**src/design/hrrn_pkg.sv**
```systemverilog
package hrrn_pkg;

   localparam int MAX_WAITING = 16;
   localparam int IDX_W       = $clog2(MAX_WAITING);
   localparam int CNT_W       = $clog2(MAX_WAITING + 1);

   localparam logic REQ_TICK    = 1'b0;
   localparam logic REQ_ARRIVAL = 1'b1;

   typedef struct packed {
      logic        valid;
      logic [7:0]  id;
      logic [31:0] arrival;
      logic [15:0] left;
   } slot_type;

endpackage

```
**src/design/hrrn_cell.sv**
```systemverilog
module hrrn_cell (
   input  logic               clock,
   input  logic               reset,
   input  logic               shift_en,
   input  hrrn_pkg::slot_type shift_in,
   input  logic               load_en,
   input  hrrn_pkg::slot_type load_data,
   input  logic               clear_en,
   output hrrn_pkg::slot_type slot_out
);
   import hrrn_pkg::*;

   slot_type slot_ff;

   always_ff @(posedge clock) begin
      if (reset) begin
         slot_ff.valid <= 1'b0;
      end else if (shift_en) begin
         slot_ff <= shift_in;
      end else if (load_en) begin
         slot_ff <= load_data;
      end else if (clear_en) begin
         slot_ff.valid <= 1'b0;
      end
   end

   assign slot_out = slot_ff;

endmodule

```
**src/design/hrrn_process_scheduler.sv**
```systemverilog
// arrival: the result is registered in the cycle after the transfer in
// tick with no selection needed: the result is likewise registered in the cycle after the transfer in
// tick with selection: from ST_IDLE the state steps through ST_MUL then ST_CMP for every slot
//   as the ring of slot cells rotates past one shared cross-multiplying comparator; ST_DONE then registers the result
// one item at a time; synchronous active-high reset empties the table and stops the runner
module hrrn_process_scheduler (
   input  logic        clock,
   input  logic        reset,
   input  logic        req_valid,
   output logic        req_ready,
   input  logic        req_type,
   input  logic [7:0]  req_proc_id,
   input  logic [15:0] req_burst_time,
   output logic        rsp_valid,
   input  logic        rsp_ready,
   output logic        rsp_run_valid,
   output logic [7:0]  rsp_run_id_out,
   output logic [15:0] rsp_run_left_out,
   output logic        rsp_dropped,
   output logic [4:0]  rsp_waiting_count
);
   import hrrn_pkg::*;

   typedef enum logic [1:0] {ST_IDLE, ST_MUL, ST_CMP, ST_DONE} state_type;

   state_type   state_ff;
   logic        rsp_valid_ff;
   logic        rsp_run_valid_ff;
   logic [7:0]  rsp_run_id_ff;
   logic [15:0] rsp_run_left_ff;
   logic        rsp_dropped_ff;
   logic [4:0]  rsp_wcnt_ff;
   logic        run_present_ff;
   logic [7:0]  run_id_ff;
   logic [15:0] run_left_ff;
   logic [31:0] now_ff;
   logic [CNT_W-1:0] wcnt_ff;
   logic [IDX_W-1:0] scan_ff;
   logic        have_best_ff;
   logic [31:0] best_wait_ff;
   logic [15:0] best_left_ff;
   logic [7:0]  best_id_ff;
   logic [IDX_W-1:0] best_idx_ff;
   logic [47:0] prod_a_ff;
   logic [47:0] prod_b_ff;

   slot_type slots [MAX_WAITING];
   slot_type head;
   slot_type new_slot;
   logic [MAX_WAITING-1:0] load_en;
   logic [MAX_WAITING-1:0] clear_en;
   logic [MAX_WAITING-1:0] valid_vec;
   logic [IDX_W-1:0] free_idx;
   logic        table_full;
   logic        accept;
   logic        queue_it;
   logic        need_sel;
   logic        rsp_set;
   logic [31:0] head_wait;
   logic        beats;
   logic [15:0] best_dec;

   assign head      = slots[0];
   assign accept    = req_valid && req_ready;
   assign req_ready = (state_ff == ST_IDLE) && (!rsp_valid_ff || rsp_ready);
   assign head_wait = now_ff - head.arrival;
   assign need_sel  = !run_present_ff || (run_left_ff == 16'd0);
   assign queue_it  = accept && (req_type == REQ_ARRIVAL) && run_present_ff && !table_full;
   assign best_dec  = (best_left_ff == 16'd0) ? 16'd0 : best_left_ff - 16'd1;
   assign rsp_set   = ((state_ff == ST_IDLE) && accept &&
                       !((req_type == REQ_TICK) && need_sel && (wcnt_ff != '0))) ||
                      (state_ff == ST_DONE);

   assign new_slot.valid   = 1'b1;
   assign new_slot.id      = req_proc_id;
   assign new_slot.arrival = now_ff;
   assign new_slot.left    = req_burst_time;

   always_comb begin
      free_idx = '0;
      for (int i = MAX_WAITING - 1; i >= 0; i--) begin
         valid_vec[i] = slots[i].valid;
         if (!slots[i].valid) begin
            free_idx = IDX_W'(i);
         end
      end
      table_full = &valid_vec;
   end

   always_comb begin
      for (int i = 0; i < MAX_WAITING; i++) begin
         load_en[i]  = queue_it && (free_idx == IDX_W'(i));
         clear_en[i] = (state_ff == ST_DONE) && (best_idx_ff == IDX_W'(i));
      end
   end

   always_comb begin
      if ((head.left == 16'd0) || (best_left_ff == 16'd0)) begin
         beats = (head.left == 16'd0) && ((best_left_ff != 16'd0) || (head_wait > best_wait_ff));
      end else if (prod_a_ff != prod_b_ff) begin
         beats = prod_a_ff > prod_b_ff;
      end else begin
         beats = head_wait > best_wait_ff;
      end
   end

   for (genvar g = 0; g < MAX_WAITING; g++) begin : g_ring
      hrrn_cell u_cell (
         .clock     (clock),
         .reset     (reset),
         .shift_en  (state_ff == ST_CMP),
         .shift_in  (slots[(g + 1) % MAX_WAITING]),
         .load_en   (load_en[g]),
         .load_data (new_slot),
         .clear_en  (clear_en[g]),
         .slot_out  (slots[g])
      );
   end

   always_ff @(posedge clock) begin
      if (reset) begin
         state_ff       <= ST_IDLE;
         rsp_valid_ff   <= 1'b0;
         run_present_ff <= 1'b0;
         run_id_ff      <= '0;
         run_left_ff    <= '0;
         now_ff         <= '0;
         wcnt_ff        <= '0;
         scan_ff        <= '0;
         have_best_ff   <= 1'b0;
      end else begin
         if (rsp_set) begin
            rsp_valid_ff <= 1'b1;
         end else if (rsp_valid_ff && rsp_ready) begin
            rsp_valid_ff <= 1'b0;
         end
         unique case (state_ff)
            ST_IDLE: begin
               if (accept) begin
                  if (req_type == REQ_ARRIVAL) begin
                     rsp_run_valid_ff <= 1'b1;
                     rsp_dropped_ff   <= run_present_ff && table_full;
                     if (!run_present_ff) begin
                        run_present_ff  <= 1'b1;
                        run_id_ff       <= req_proc_id;
                        run_left_ff     <= req_burst_time;
                        rsp_run_id_ff   <= req_proc_id;
                        rsp_run_left_ff <= req_burst_time;
                        rsp_wcnt_ff     <= 5'(wcnt_ff);
                     end else begin
                        rsp_run_id_ff   <= run_id_ff;
                        rsp_run_left_ff <= run_left_ff;
                        if (!table_full) begin
                           wcnt_ff     <= wcnt_ff + CNT_W'(1);
                           rsp_wcnt_ff <= 5'(wcnt_ff + CNT_W'(1));
                        end else begin
                           rsp_wcnt_ff <= 5'(wcnt_ff);
                        end
                     end
                  end else if (need_sel && (wcnt_ff != '0)) begin
                     state_ff     <= ST_MUL;
                     scan_ff      <= '0;
                     have_best_ff <= 1'b0;
                  end else begin
                     rsp_dropped_ff <= 1'b0;
                     rsp_wcnt_ff    <= 5'(wcnt_ff);
                     now_ff         <= now_ff + 32'd1;
                     if (need_sel) begin
                        run_present_ff   <= 1'b0;
                        run_id_ff        <= '0;
                        run_left_ff      <= '0;
                        rsp_run_valid_ff <= 1'b0;
                        rsp_run_id_ff    <= '0;
                        rsp_run_left_ff  <= '0;
                     end else begin
                        run_left_ff      <= run_left_ff - 16'd1;
                        rsp_run_valid_ff <= 1'b1;
                        rsp_run_id_ff    <= run_id_ff;
                        rsp_run_left_ff  <= run_left_ff - 16'd1;
                     end
                  end
               end
            end
            ST_MUL: begin
               prod_a_ff <= head_wait * best_left_ff;
               prod_b_ff <= best_wait_ff * head.left;
               state_ff  <= ST_CMP;
            end
            ST_CMP: begin
               if (head.valid && (!have_best_ff || beats)) begin
                  have_best_ff <= 1'b1;
                  best_wait_ff <= head_wait;
                  best_left_ff <= head.left;
                  best_id_ff   <= head.id;
                  best_idx_ff  <= scan_ff;
               end
               scan_ff <= scan_ff + IDX_W'(1);
               if (scan_ff == IDX_W'(MAX_WAITING - 1)) begin
                  state_ff <= ST_DONE;
               end else begin
                  state_ff <= ST_MUL;
               end
            end
            ST_DONE: begin
               run_present_ff   <= 1'b1;
               run_id_ff        <= best_id_ff;
               run_left_ff      <= best_dec;
               wcnt_ff          <= wcnt_ff - CNT_W'(1);
               now_ff           <= now_ff + 32'd1;
               rsp_run_valid_ff <= 1'b1;
               rsp_run_id_ff    <= best_id_ff;
               rsp_run_left_ff  <= best_dec;
               rsp_dropped_ff   <= 1'b0;
               rsp_wcnt_ff      <= 5'(wcnt_ff - CNT_W'(1));
               state_ff         <= ST_IDLE;
            end
            default: state_ff <= ST_IDLE;
         endcase
      end
   end

   assign rsp_valid         = rsp_valid_ff;
   assign rsp_run_valid     = rsp_run_valid_ff;
   assign rsp_run_id_out    = rsp_run_id_ff;
   assign rsp_run_left_out  = rsp_run_left_ff;
   assign rsp_dropped       = rsp_dropped_ff;
   assign rsp_waiting_count = rsp_wcnt_ff;

endmodule

```
**config.mk**
```make
export PLATFORM = sky130hd
export DESIGN_NAME = hrrn_process_scheduler
export DESIGN_NICKNAME = d
export VERILOG_FILES = /design/src/design/hrrn_pkg.sv /design/src/design/hrrn_cell.sv /design/src/design/hrrn_process_scheduler.sv
export SDC_FILE = /design/constraint.sdc
export NUM_CORES = 2
export LEC_CHECK = 0
export ABC_CLOCK_PERIOD_IN_PS = 20500
export BUFFER_PORTS_ARGS = -buffer_cell sky130_fd_sc_hd__buf_4
export CAP_MARGIN = 20
export CORE_MARGIN = 10
export CORE_UTILIZATION = 49
export CTS_CLUSTER_SIZE = 24
export DETAILED_ROUTE_END_ITERATION = 6
export GPL_TIMING_DRIVEN = 0
export HOLD_SLACK_MARGIN = 0.03
export PLACE_DENSITY = 0.62
export SYNTH_ARGS = -nofsm -noshare
export SYNTH_HDL_FRONTEND = slang
export SYNTH_HIERARCHICAL = 1
export SYNTH_SLANG_ARGS = --single-unit
```
**constraint.sdc**
```tcl
create_clock -name clock -period 20.5 [get_ports clock]
set_input_delay 4.1 -clock clock [delete_from_list [all_inputs] [get_ports clock]]
set_output_delay 4.1 -clock clock [all_outputs]
set_load 0.1 [all_outputs]
```
# Yosys cells after proc, flatten, opt, wreduce, memory -nomap -nowiden
# Cells that the tools add are included.
classes:
  mul: 2
  add_sub_neg: 7
  n_eq_ne: 43
  reduce_logical: 127
  n_div: 0
  bitwise: 2
  n_shift: 0
  n_lt_le_gt_ge: 2
  n_mux: 138
op_table:
  columns: ["operator", "n"]
  rows:
  - ["57-bit 2-to-1 mux", 16]
  - ["56-bit 2-to-1 mux", 16]
  - ["32-bit by 16-bit multiplier with 48-bit output", 2]
  - ["16-bit 2-to-1 mux", 6]
  - ["32-bit 2-to-1 mux", 3]
  - ["4-bit 2-to-1 mux", 19]
  - ["4-bit equality test (second input constant)", 17]
  - ["32-bit one-hot mux with 2 select lines", 1]
  - ["1-bit 2-to-1 mux", 51]
  - ["48-bit greater-than comparator", 1]
  - ["16-bit logical NOT", 3]
  - ["48-bit inequality test", 1]
  - ["3-bit nonzero test", 16]
  - ["1-bit logical AND", 46]
  - ["8-bit 2-to-1 mux", 5]
  - ["2-bit nonzero test", 19]
  - ["5-bit 2-to-1 mux", 7]
  - ["2-bit AND reduction", 17]
  - ["32-bit by 1-bit adder with 32-bit output (second input constant)", 1]
  - ["4-bit by 3-bit equality test with 1-bit output (second input constant)", 8]
  - ["32-bit greater-than comparator", 1]
  - ["16-bit one-hot mux with 2 select lines", 1]
  - ["16-bit by 1-bit subtractor with 16-bit output (second input constant)", 2]
  - ["32-bit subtractor", 1]
  - ["27 further kinds", 61]
word_totals:
  reg_bits: 1169
  word_cells: 405
  in_bits: 29
  ramBits: 0
  romBits: 0
  latchBits: 0
  mem_count: 0
  output_inout_bits: 33

# Depth between registers and ports, before layout
logic_depth:
  ltp_word: 20
  mapped_depth: 36
  depth_no_buf: 34

# Hierarchy
# The synthesis kept the hierarchy.
by_module_without_submodules:
  columns: ["module", "instances", "cells_per_inst", "area_each_um2"]
  rows:
  - ["hrrn_process_scheduler", 1, 5100, 46320.7]
  - ["hrrn_cell", 16, 126, 2464.9]

# Worst setup path before layout
# OpenSTA, ideal clock, no wires.
synth_path:
  path_kind: "input -> register"
  startpoint: "input port reset"
  endpoint: "register best_id_ff[0], enable pin"
  arrival_ps: 9053
  path_stages: 3
  setup_ps: 585
  required_time_ps: 19915
  slack_ps: 10861
  cell_sequence: "clkbuf_1 clkbuf_1 a311oi_1"
synth_via:
  elab_chain_len: 2
synth_rtl:
  columns: ["item", "line", "text"]
  rows:
  - ["start, declared", "hrrn_process_scheduler.sv:8", "input logic reset,"]
  - ["1-bit NOT (no line)", null, null]
  - ["3-bit AND reduction (no line)", null, null]
  - ["end signal, assigned", "hrrn_process_scheduler.sv:194", "best_id_ff <= head.id;"]
  - ["end, declared", "hrrn_process_scheduler.sv:42", "logic [7:0] best_id_ff;"]
# No other way between the ends.
# A chain may end at the register's enable or synchronous reset.

# Worst setup path after layout
layout_path:
  startpoint: "register now_ff[0]"
  endpoint: "register prod_a_ff[40], data pin"
layout_via:
  elab_chain_len: 2
layout_rtl:
  columns: ["item", "line", "text"]
  rows:
  - ["start, declared", "hrrn_process_scheduler.sv:36", "logic [31:0] now_ff;"]
  - ["start signal, assigned", "hrrn_process_scheduler.sv:167", "now_ff <= now_ff + 32'd1;"]
  - ["start signal, assigned", "hrrn_process_scheduler.sv:209", "now_ff <= now_ff + 32'd1;"]
  - ["32-bit subtractor", "hrrn_process_scheduler.sv:66", "assign head_wait = now_ff - head.arrival;"]
  - ["net head_wait[16]", "hrrn_process_scheduler.sv:59", "logic [31:0] head_wait;"]
  - ["32-bit by 16-bit multiplier with 48-bit output", "hrrn_process_scheduler.sv:185", "prod_a_ff <= head_wait * best_left_ff;"]
  - ["end signal, assigned", "hrrn_process_scheduler.sv:185", null]
  - ["end, declared", "hrrn_process_scheduler.sv:44", "logic [47:0] prod_a_ff;"]
# The timed path passes the listed nets, and every way through them passes these cells.

==> metrics.yaml <==
drtAntennaViolNets: 0
cts_sinks: 1169
swShare_pct: 40.6
final_cell_mix: "1,083 x edfxtp_1, 996 x inv_1, 837 x fa_1"
setup_violations: 0
io_buffers: 61
critical-path-top-delay-family: "adder cells"
cts_tree: "done"
yosys_register_bits: 1169
fin_area_sq_mm: 0.0943
clk_path_buf_depth: 3
fmax_ghz: 0.0884
yosysWarnings: 6
skew_ns: 0.0282
endpoint_kind: "flop"
fin_util_pct: 54.2
final.setup.tns_ns: 0
cts_setup_buffers: 0
drt_pass1_iterations: 7
worst_path_largest_cell_delay_ns: 1.02
hold_path.class: "flop to flop"
slew_violations: 0
p_leak_nw: 38.5
gr-total-overflow: 0
seqPwrFrac_pct: 29.1
crit_top_cell: "fa_1"
comb_power_share_pct: 49.5
antenna_found_initial: 17
syn_area_per_cell_sq_um: 12.1
hpwlAfterDp_um: 186000
ctsRootBufferMaster: "clkbuf_16"
cts-hold-fix-buffers: 0
drcViolationCount: 4
path_buf_inv: 6
fin_crit_ns: 11.32
synth_cells: 7116
final_hold_viol_count: 0
timing.rr.start: "now_ff[0]$_SDFFE_PP0P_"
min_period_over_period_pct: 55.2
grt_start_max_net_pins: 66
cp-start-kind: "flop"
cp.required_ns: 21.03
yosys_most_used_dff: "edfxtp_1"
dieArea_sq_mm: 0.192
place.gp.congestion: 0.962
ctsHtreeMaxLevel: 4
syn_area_sq_mm: 0.0858
p_sw_w: 0.00429
yosysSeqAreaShare_pct: 39.9
core_area_sq_mm: 0.174
cts-buffers-inserted: 131
maxSlewHeadroom_pct: 13.6
tightest_slew_ns: 1.30
vias_per_cell: 5.63
drive_above_1_share_pct: 19.0
grt_usage_pct: 25.6
drtIter0Drc: 4763
async_flop_share_pct: 0
synth_edf_count: 1083
synth_cell_types: 101
finalNetCount: 8605
drv_cap: 0
power.share.clock_pct: 21.4
crit_slowest_cell: "clkbuf_1"
crit_path_max_fanout: 20
routed-via-count: 55200
rsz0062_at_grt: "no"
internal_power_w: 0.00626
critical_path_class: "flop to flop"
placed_area_sq_mm: 0.0901
arrival_ns: 11.85
failed_checks: "design-rule violations"
clk_latency_ns: 0.78
grt_pass1_wl_um: 370000
hp-start: "g_ring[0].u_cell/slot_out[54]$_DFFE_PP_"
routed_wl_um: 246000
status: "finished with violations"
start_util_pct: 49.3
area_growth_syn_to_layout_pct: 9.98
grt_pass1_vias: 57300
rows: 153
pwr_density_cell_mw_per_mm2: 112
cp-startpoint: "now_ff[0]$_SDFFE_PP0P_"
num_io_pins: 62
fp.dieW_um: 438
wl_per_cell_um: 25.1
layout_commonest_cell: "edfxtp_1"
fin_hold_ws_ns: 0.434
die_height_um: 438
cts.repair.resized: 0
clk_pin_slew_ns: 0.06
ir_drop_mv: 0.136
-- registers in the layout, summed over array words and instances (netlist names), 16 cells and up --
| signal | flops |
|---|---|
| prod_b_ff | 48 |
| rsp_run_left_out | 16 |
| now_ff | 32 |
| best_wait_ff | 32 |
| run_left_ff | 16 |
| prod_a_ff | 48 |
| best_left_ff | 16 |
| g_ring.u_cell/slot_out | 912 |
-- cell families after synthesis --
family	Yosys count	share of synthesized area (%)
and+or+nand+nor	1723	9.71
buffers and inverters	1361	6.72
adders and majority gates	1199	24.8
DFF	1169	39.9
muxes	908	12.4
AOI/OAI and AO/OA	603	4.86
xor gates and xnor gates	152	1.56
other	1	0.00437
-- power groups by stage --
stage               registers [W]  logic [W]  clock network (W)
floorplan                 0.00318    0.00362                  0
global placement          0.00313    0.00511                  0
detailed placement        0.00312    0.00519                  0
CTS                       0.00307    0.00522            0.00232
global route              0.00307    0.00579            0.00240
finish                    0.00307    0.00522            0.00226
-- final timing paths --
check | to | slack [ns] | cells past startpoint
hold reg to reg | best_id_ff[6]$_DFFE_PP_ | 0.43 | 0
setup reg to reg | prod_a_ff[40]$_DFFE_PP_ | 9.18 | 31
hold / removal | best_id_ff[6]$_DFFE_PP_ | 0.43 | 0
setup / recovery | prod_a_ff[40]$_DFFE_PP_ | 9.18 | 31
-- Yosys cell counts (20+ instances only) --
master	n	area, sq um
edfxtp_1	1083	32500
inv_1	996	3740
fa_1	837	16800
nand2_1	822	3090
mux2_2	788	8870
ha_1	362	4530
and2_1	322	2010
clkbuf_1	217	815
nor2_1	213	800
a21oi_1	164	821
mux2_4	112	1680
a21o_1	97	728
o21ai_0	90	450
dfxtp_1	86	1720
xnor2_1	81	709
buf_2	80	400
xor2_1	70	613
nand3_1	66	330
buf_6	43	484
nand4_1	42	263
nor3_1	40	200
and3_1	34	213
nor2b_1	31	194
nand3b_1	25	188
nand2b_1	22	138
o21a_1	22	165
o31ai_1	20	150
-- routing by layer --
metal | vias up | track usage, % | share of wire [%]
met5 | - | 0 | 0.0037
met4 | 2 | 13.0 | 5.6
met3 | 517 | 4.12 | 6.5
met2 | 1992 | 41.1 | 47
met1 | 28200 | 33.6 | 41
li1 | 24500 | - | -
-- stage by stage --
step | setup WS [ns] | total power [W] | std cells
6_report | 9.18 | 0.0105 | 9815
5_1_grt | 8.99 | 0.0113 | 9815
4_1_cts | 9.35 | 0.0106 | 9801
3_5_place_dp | 9.38 | 0.00830 | 9564
3_3_place_gp | 5.58 | 0.00824 | 9517
2_1_floorplan | 10.86 | 0.00680 | 7131
-- layout make-up --
type,count,area [sq um]
timing repair buffer,113,1340
clock inverter,70,574
fill,14800,79700
inverter,997,3740
buffer,364,2020
tap,2325,2910
sequential,1169,34200
antenna,9,22.5
clock buffer,167,3510
multi-input combinational,4601,46000
Note: power is estimated with default switching activity, not from simulation.
